--- config.mk ---
export PLATFORM = sky130hd
export DESIGN_NAME = accel_vector_color_magnitude
export DESIGN_NICKNAME = d
export VERILOG_FILES = /design/src/design/acm_pkg.sv /design/src/design/accel_vector_color_magnitude.sv
export SDC_FILE = /design/constraint.sdc
export NUM_CORES = 1
export LEC_CHECK = 0
export ABC_AREA = 1
export ABC_CLOCK_PERIOD_IN_PS = 16800
export BUFFER_PORTS_ARGS = -buffer_cell sky130_fd_sc_hd__buf_4
export CAP_MARGIN = 10
export CORE_MARGIN = 2
export CORE_UTILIZATION = 40
export CTS_CLUSTER_DIAMETER = 120
export CTS_CLUSTER_SIZE = 25
export DETAILED_ROUTE_END_ITERATION = 12
export HOLD_SLACK_MARGIN = 0.15
export PLACE_DENSITY = 0.63
export SYNTH_ARGS = -nofsm -noshare
export SYNTH_HDL_FRONTEND = slang
export SYNTH_SLANG_ARGS = --single-unit
--- constraint.sdc ---
create_clock -name clock -period 16.8 [get_ports clock]
set_input_delay 4.2 -clock clock [delete_from_list [all_inputs] [get_ports clock]]
set_output_delay 4.2 -clock clock [all_outputs]
set_load 0.02 [all_outputs]
--- src/design/acm_pkg.sv ---
// Shared widths, pipeline layout and lookup functions for the accelerometer color/length block.
package acm_pkg;

   localparam int AxisW     = 16;
   localparam int MagW      = 8;
   localparam int AxisShift = 8;
   localparam int LevelW    = 8;
   localparam int NumW      = 15;
   localparam int SqW       = 15;
   localparam int SumW      = 16;
   localparam int LenIdxW   = 5;
   localparam int LenW      = 8;
   localparam int NumAxes   = 3;
   localparam int DivBits   = LevelW;
   localparam int StMag     = 0;
   localparam int StPre     = 1;
   localparam int StDiv     = 2;
   localparam int Depth     = StDiv + DivBits;

   typedef logic [MagW-1:0]   mag_type;
   typedef logic [NumW-1:0]   num_type;
   typedef logic [SqW-1:0]    sq_type;
   typedef logic [LevelW-1:0] level_type;
   typedef logic [LenW-1:0]   len_type;

   function automatic logic [LenIdxW-1:0] bit_len(input logic [SumW-1:0] v);
      logic [LenIdxW-1:0] n;
      n = '0;
      for (int i = 0; i < SumW; i++) begin
         if (v[i]) begin
            n = LenIdxW'(i + 1);
         end
      end
      return n;
   endfunction

   function automatic len_type length_lut(input logic [LenIdxW-1:0] idx);
      len_type r;
      case (idx)
         5'd0:    r = 8'd0;
         5'd1:    r = 8'd1;
         5'd2:    r = 8'd2;
         5'd3:    r = 8'd2;
         5'd4:    r = 8'd3;
         5'd5:    r = 8'd5;
         5'd6:    r = 8'd7;
         5'd7:    r = 8'd10;
         5'd8:    r = 8'd14;
         5'd9:    r = 8'd20;
         5'd10:   r = 8'd28;
         5'd11:   r = 8'd39;
         5'd12:   r = 8'd55;
         5'd13:   r = 8'd78;
         5'd14:   r = 8'd111;
         5'd15:   r = 8'd157;
         5'd16:   r = 8'd222;
         default: r = 8'd0;
      endcase
      return r;
   endfunction

endpackage

--- src/design/accel_vector_color_magnitude.sv ---
// Top level: pipelined axis magnitude, color scaling divider and vector length lookup.
//
//   channel | direction | handshake            | payload
//   req     | in        | req_valid/req_stall  | req_accel_x, req_accel_y, req_accel_z
//   rsp     | out       | rsp_valid/rsp_stall  | rsp_red/green/blue_level, rsp_length_estimate
//
// One transaction per cycle sustained while rsp_stall is low; the stages are magnitude, square/max,
// then one quotient bit per stage in an 8-stage restoring divider.
// Reset (synchronous) clears only the stage valid bits.
// Each stage holds while the stage after it is full and cannot move, so bubbles
// collapse and req_stall rises only when every stage is occupied.
module accel_vector_color_magnitude (
   input  logic                                clock,
   input  logic                                reset,
   input  logic                                req_valid,
   output logic                                req_stall,
   input  logic signed [acm_pkg::AxisW-1:0]    req_accel_x,
   input  logic signed [acm_pkg::AxisW-1:0]    req_accel_y,
   input  logic signed [acm_pkg::AxisW-1:0]    req_accel_z,
   output logic                                rsp_valid,
   input  logic                                rsp_stall,
   output logic        [acm_pkg::LevelW-1:0]   rsp_red_level,
   output logic        [acm_pkg::LevelW-1:0]   rsp_green_level,
   output logic        [acm_pkg::LevelW-1:0]   rsp_blue_level,
   output logic        [acm_pkg::LenW-1:0]     rsp_length_estimate
);

   localparam int Depth   = acm_pkg::Depth;
   localparam int DivBits = acm_pkg::DivBits;
   localparam int NumAxes = acm_pkg::NumAxes;
   localparam int StDiv   = acm_pkg::StDiv;

   logic [Depth-1:0] valid_ff;
   logic [Depth-1:0] adv;

   logic [acm_pkg::AxisW-1:0] axis_in [NumAxes];
   acm_pkg::mag_type          mag_in  [NumAxes];
   acm_pkg::mag_type          mag_ff  [NumAxes];

   acm_pkg::num_type          num_in  [NumAxes];
   acm_pkg::num_type          num_ff  [NumAxes];
   acm_pkg::sq_type           sq_in   [NumAxes];
   acm_pkg::sq_type           sq_ff   [NumAxes];
   acm_pkg::mag_type          max_in;
   acm_pkg::mag_type          max_ff;

   logic [acm_pkg::SumW-1:0]  sum_in;
   logic [acm_pkg::SumW-1:0]  sum_ff;

   acm_pkg::num_type          rem_src [DivBits][NumAxes];
   acm_pkg::level_type        quo_src [DivBits][NumAxes];
   acm_pkg::mag_type          dmax_src[DivBits];
   acm_pkg::num_type          trial   [DivBits];
   acm_pkg::num_type          rem_in  [DivBits][NumAxes];
   acm_pkg::level_type        quo_in  [DivBits][NumAxes];

   acm_pkg::num_type          rem_ff  [DivBits-1][NumAxes];
   acm_pkg::level_type        quo_ff  [DivBits-1][NumAxes];
   acm_pkg::mag_type          dmax_ff [DivBits-1];
   acm_pkg::len_type          len_ff  [DivBits-1];
   acm_pkg::level_type        lvl_ff  [NumAxes];

   // stage advance chain, output end first
   always_comb begin
      adv[Depth-1] = !valid_ff[Depth-1] || !rsp_stall;
      for (int i = Depth - 2; i >= 0; i--) begin
         adv[i] = !valid_ff[i] || adv[i+1];
      end
   end

   assign req_stall = !adv[0];
   assign rsp_valid = valid_ff[Depth-1];

   always_ff @(posedge clock) begin
      if (reset) begin
         valid_ff <= '0;
      end else begin
         if (adv[0]) begin
            valid_ff[0] <= req_valid;
         end
         for (int i = 1; i < Depth; i++) begin
            if (adv[i]) begin
               valid_ff[i] <= valid_ff[i-1];
            end
         end
      end
   end

   // stage 0: |v| >> 8
   always_comb begin
      axis_in[0] = req_accel_x;
      axis_in[1] = req_accel_y;
      axis_in[2] = req_accel_z;
      for (int a = 0; a < NumAxes; a++) begin
         logic [acm_pkg::AxisW-1:0] absv;
         absv      = axis_in[a][acm_pkg::AxisW-1] ? (~axis_in[a] + 1'b1) : axis_in[a];
         mag_in[a] = absv[acm_pkg::AxisW-1 -: acm_pkg::MagW];
      end
   end

   always_ff @(posedge clock) begin
      if (adv[acm_pkg::StMag]) begin
         mag_ff <= mag_in;
      end
   end

   // stage 1: squares, numerators a*255, max
   always_comb begin
      max_in = mag_ff[0];
      for (int a = 0; a < NumAxes; a++) begin
         logic [2*acm_pkg::MagW-1:0] prod;
         prod      = mag_ff[a] * mag_ff[a];
         sq_in[a]  = acm_pkg::SqW'(prod);
         num_in[a] = (acm_pkg::NumW'(mag_ff[a]) << acm_pkg::LevelW)
                     - acm_pkg::NumW'(mag_ff[a]);
         if (mag_ff[a] > max_in) begin
            max_in = mag_ff[a];
         end
      end
   end

   always_ff @(posedge clock) begin
      if (adv[acm_pkg::StPre]) begin
         num_ff <= num_in;
         sq_ff  <= sq_in;
         max_ff <= max_in;
      end
   end

   // restoring divider, one quotient bit per stage, MSB first
   always_comb begin
      sum_in = acm_pkg::SumW'(sq_ff[0]) + acm_pkg::SumW'(sq_ff[1])
               + acm_pkg::SumW'(sq_ff[2]);
      rem_src[0]  = num_ff;
      dmax_src[0] = max_ff;
      for (int a = 0; a < NumAxes; a++) begin
         quo_src[0][a] = '0;
      end
      for (int j = 1; j < DivBits; j++) begin
         rem_src[j]  = rem_ff[j-1];
         quo_src[j]  = quo_ff[j-1];
         dmax_src[j] = dmax_ff[j-1];
      end
      for (int j = 0; j < DivBits; j++) begin
         trial[j] = acm_pkg::NumW'(dmax_src[j]) << (DivBits - 1 - j);
         for (int a = 0; a < NumAxes; a++) begin
            if (rem_src[j][a] >= trial[j]) begin
               rem_in[j][a] = rem_src[j][a] - trial[j];
               quo_in[j][a] = {quo_src[j][a][acm_pkg::LevelW-2:0], 1'b1};
            end else begin
               rem_in[j][a] = rem_src[j][a];
               quo_in[j][a] = {quo_src[j][a][acm_pkg::LevelW-2:0], 1'b0};
            end
         end
      end
   end

   always_ff @(posedge clock) begin
      if (adv[StDiv]) begin
         sum_ff <= sum_in;
      end
      if (adv[StDiv+1]) begin
         len_ff[0] <= acm_pkg::length_lut(acm_pkg::bit_len(sum_ff));
      end
      for (int j = 0; j < DivBits - 1; j++) begin
         if (adv[StDiv+j]) begin
            rem_ff[j]  <= rem_in[j];
            quo_ff[j]  <= quo_in[j];
            dmax_ff[j] <= dmax_src[j];
         end
      end
      for (int j = 1; j < DivBits - 1; j++) begin
         if (adv[StDiv+j+1]) begin
            len_ff[j] <= len_ff[j-1];
         end
      end
      if (adv[Depth-1]) begin
         for (int a = 0; a < NumAxes; a++) begin
            lvl_ff[a] <= (dmax_src[DivBits-1] == '0) ? '0 : quo_in[DivBits-1][a];
         end
      end
   end

   assign rsp_red_level       = lvl_ff[0];
   assign rsp_green_level     = lvl_ff[1];
   assign rsp_blue_level      = lvl_ff[2];
   assign rsp_length_estimate = len_ff[DivBits-2];

   a_accept_fills: assert property (@(posedge clock) disable iff (reset)
      (req_valid && !req_stall) |=> valid_ff[0])
      else $error("accepted transaction not captured in first stage");

   a_stall_full: assert property (@(posedge clock) disable iff (reset)
      req_stall |-> (&valid_ff))
      else $error("input stalled while pipeline has a free stage");

   a_peak_level: assert property (@(posedge clock) disable iff (reset)
      rsp_valid |-> (rsp_red_level == 8'd255 || rsp_green_level == 8'd255
                     || rsp_blue_level == 8'd255
                     || (rsp_red_level == 8'd0 && rsp_green_level == 8'd0
                         && rsp_blue_level == 8'd0 && rsp_length_estimate == 8'd0)))
      else $error("no axis at full level for nonzero vector");

endmodule

==> results.sh <==
export IMPL_status="finished, final reports clean"
export IMPL_power_density_mw_per_mm2=209
export IMPL_grt_max_degree=83
export IMPL_avgViaCountPerCell=4.78
export IMPL_hpwlAfterDp_um=57800
export IMPL_synth_cell_types=71
export IMPL_cp_end_kind="primary output"
export IMPL_fmax_mhz=78.4
export IMPL_hp_class="reg -> reg"
export IMPL_hold_violations=0
export IMPL_endpoint="req_stall"
export IMPL_route_vias_total=24300
export IMPL_slew_viol_final=0
export IMPL_ys_ff_latch=677
export IMPL_clockBufferDepth=3
export IMPL_start_util=0.405
export IMPL_clk_latency_ns=0.64
export IMPL_required_ns=12.60
export IMPL_fin_crit_sh=0.759
export IMPL_fp_coreArea_mm2=0.0970
export IMPL_ys_top_cells_by_area="edfxtp_1 (51%), ha_1 (10%), nand2_1 (5.8%)"
export IMPL_routedWlPerCell_um=14.4
export IMPL_worstSetupPathType="in -> out"
export IMPL_synth_warnings=0
export IMPL_synth_top_area_share=0.510
export IMPL_grtUsageTotal=0.148
export IMPL_synthAdderAreaFrac=0.157
export IMPL_yosysSeqAreaShare=0.515
export IMPL_nNetsFinal=4261
export IMPL_cts_repair_resized=0
export IMPL_synthMuxAreaShare=0.000287
export IMPL_antenna_left=0
export IMPL_cp_max_fo=74
export IMPL_synthArstFlopShare=0
export IMPL_total_power_w=0.00882
export IMPL_r2r_slack_ns=11.63
export IMPL_antenna_found_initial=0
export IMPL_reg2reg_to="sq_ff[25]"
export IMPL_cts_tree="yes"
export IMPL_grt_pass1_wl_um=121000
export IMPL_drive_above_1_share=0.0594
export IMPL_die_y_um=317
export IMPL_synth_top_family_by_area="adder cells"
export IMPL_drt_iter0_markers=1215
export IMPL_synthSimpleGateAreaFrac=0.124
export IMPL_fin_tns_setup_ns=0
export IMPL_cap_violations=0
export IMPL_syn2layout_area_growth_pct=7.44
export IMPL_cp_startpoint="rsp_stall"
export IMPL_max_slew_margin=0.332
export IMPL_gp_congestion=0.877
export IMPL_yosysMostFrequentCell="edfxtp_1"
export IMPL_cts_sinks=677
export IMPL_synth_compound_gate_area_share=0.0816
export IMPL_die_w_um=317
export IMPL_synth_edf_count=667
export IMPL_firstDrtPassIters=5
export IMPL_crit_arrival_ns=8.55
export IMPL_grt_setup_unrepaired="false"
export IMPL_root_buffer="clkbuf_16"
export IMPL_io_pins=86
export IMPL_finalSetupViolCount=0
export IMPL_p_leak_nw=18.4
export IMPL_synth_xor_area_frac=0.0571
export IMPL_rows=114
export IMPL_synth_ff_type="edfxtp_1"
export IMPL_cts_made_buffers=31
export IMPL_irDropWorstVdd_mv=0.105
export IMPL_r2r_start="valid_ff[9]"
export IMPL_fin_worst_skew_ns=0.0166
export IMPL_cts_max_level=1
export IMPL_layout_min_cycle_time_ns=12.75
export IMPL_die_area_mm2=0.101
export IMPL_path_clk_slew_ns=0.10
export IMPL_portBuffers=85
export IMPL_hold_buffers=0
export IMPL_syn_cell_area_mm2=0.0393
export IMPL_routed_wl_um=73300
export IMPL_netlist_instances=3709
export IMPL_n_antenna_cell=0
export IMPL_reg2regPathDepth=18
export IMPL_postCtsSetupRepairBufs=0
export IMPL_startpoint_type="input pin"
export IMPL_syn_avg_cell_area_um2=10.6
export IMPL_synthTopCellsByCount="edfxtp_1 (667), nand2_1 (606), inv_1 (565)"
export IMPL_gr_total_overflow=0
export IMPL_worstMarginPinSlew_ns=1.00
export IMPL_drc_errors=0
export IMPL_grt_pass1_vias=24500
export IMPL_synth_top_area_cell="edfxtp_1"
## cells in the final DEF, fill, tap and decap left out, types with 31 or more instances in the layout
cell       synthesis  layout
inv_1            565     564
nand2_1          606     606
a21oi_1          261     261
xnor2_1           94      94
edfxtp_1         667     667
buf_4              6      97
fa_1             111     111
nand3_1           88      88
ha_1             316     316
clkbuf_16          0      31
o21ai_0          157     157
nor3_1            52      52
nor2_1           279     279
xor2_1           162     162
## layout make-up
type / instances / area, um^2
Timing Repair Buffer: 97 / 728
Sequential cell: 677 / 20200
Multi-Input combinational cell: 2396 / 16500
Clock inverter: 3 / 47.5
Tap cell: 1276 / 1600
Fill cell: 9134 / 54800
Inverter: 579 / 2180
Clock buffer: 55 / 866
## state kept, by name (all words and copies together), names as in the netlist
name / cells
dmax_ff: 56
len_ff: 56
lvl_ff: 24
mag_ff: 24
max_ff: 8
num_ff: 45
quo_ff: 84
rem_ff: 315
sq_ff: 39
sum_ff: 16
valid_ff: 10
## report_power, final
part	switching [W]	internal [W]	leakage [nW]
clock	0.000504	0.000357	0.430
combinational	0.00271	0.00190	11.0
sequential	0.000409	0.00294	6.98
## metal layers
layer  track usage  part of all wire  vias to the layer above
met5             0                 0                        -
met4        0.0561             0.044                        0
met2         0.279              0.52                      292
met3        0.0138             0.022                      120
li1              -                 -                    12700
met1         0.172              0.42                    11200
## critical path, stage by stage
cell and delay [ns]:
buf_4 0.11, nand2_2 0.66, nor2_2 0.06, clkinv_2 0.26, nor2_2 0.06, clkinv_2 0.25
nor2_2 0.06, inv_2 0.19, nor2_2 0.06, inv_2 0.17, nor2_2 0.06, inv_2 0.04
buf_4 0.65, nor2_4 0.06, nand2_2 0.08, buf_4 0.67, nor2_4 0.05, nand2_2 0.50
inv_1 0.13, buf_4 0.19
## logic make-up after synthesis
| logic type | Yosys count |
|---|---|
| DFF | 677 |
| xor gates and xnor gates | 256 |
| muxes | 1 |
| other | 1 |
| AOI/OAI and AO/OA | 560 |
| and+or+nand+nor | 1147 |
| buffers and inverters | 640 |
| adders and majority gates | 427 |
## worst min-delay path by stage
stage,cells after the start,from,slack [ns],end
6_report,0,len_ff[0][4],0.42,len_ff[1][4]
5_1_grt,0,len_ff[0][2],0.43,len_ff[1][2]
4_1_cts,0,len_ff[2][0],0.42,len_ff[3][0]
3_5_place_dp,0,len_ff[0][4],0.40,len_ff[1][4]
3_3_place_gp,0,quo_ff[0][16],0.40,quo_ff[1][17]
2_1_floorplan,0,len_ff[0][0],0.40,len_ff[1][0]
## metrics by stage
step	hold WS [ns]	worst slack [ns]	instance area, um^2	cells	utilization
2_1_floorplan	0.400	1.61	39300	3713	-
3_3_place_gp	0.402	3.79	41300	5023	0.425
3_5_place_dp	0.405	3.76	41300	5023	0.425
4_1_cts	0.421	3.75	42200	5081	0.435
5_1_grt	0.430	3.44	42200	5083	0.435
6_report	0.421	4.05	42200	5083	0.435
(Power assumes the default switching activity.)
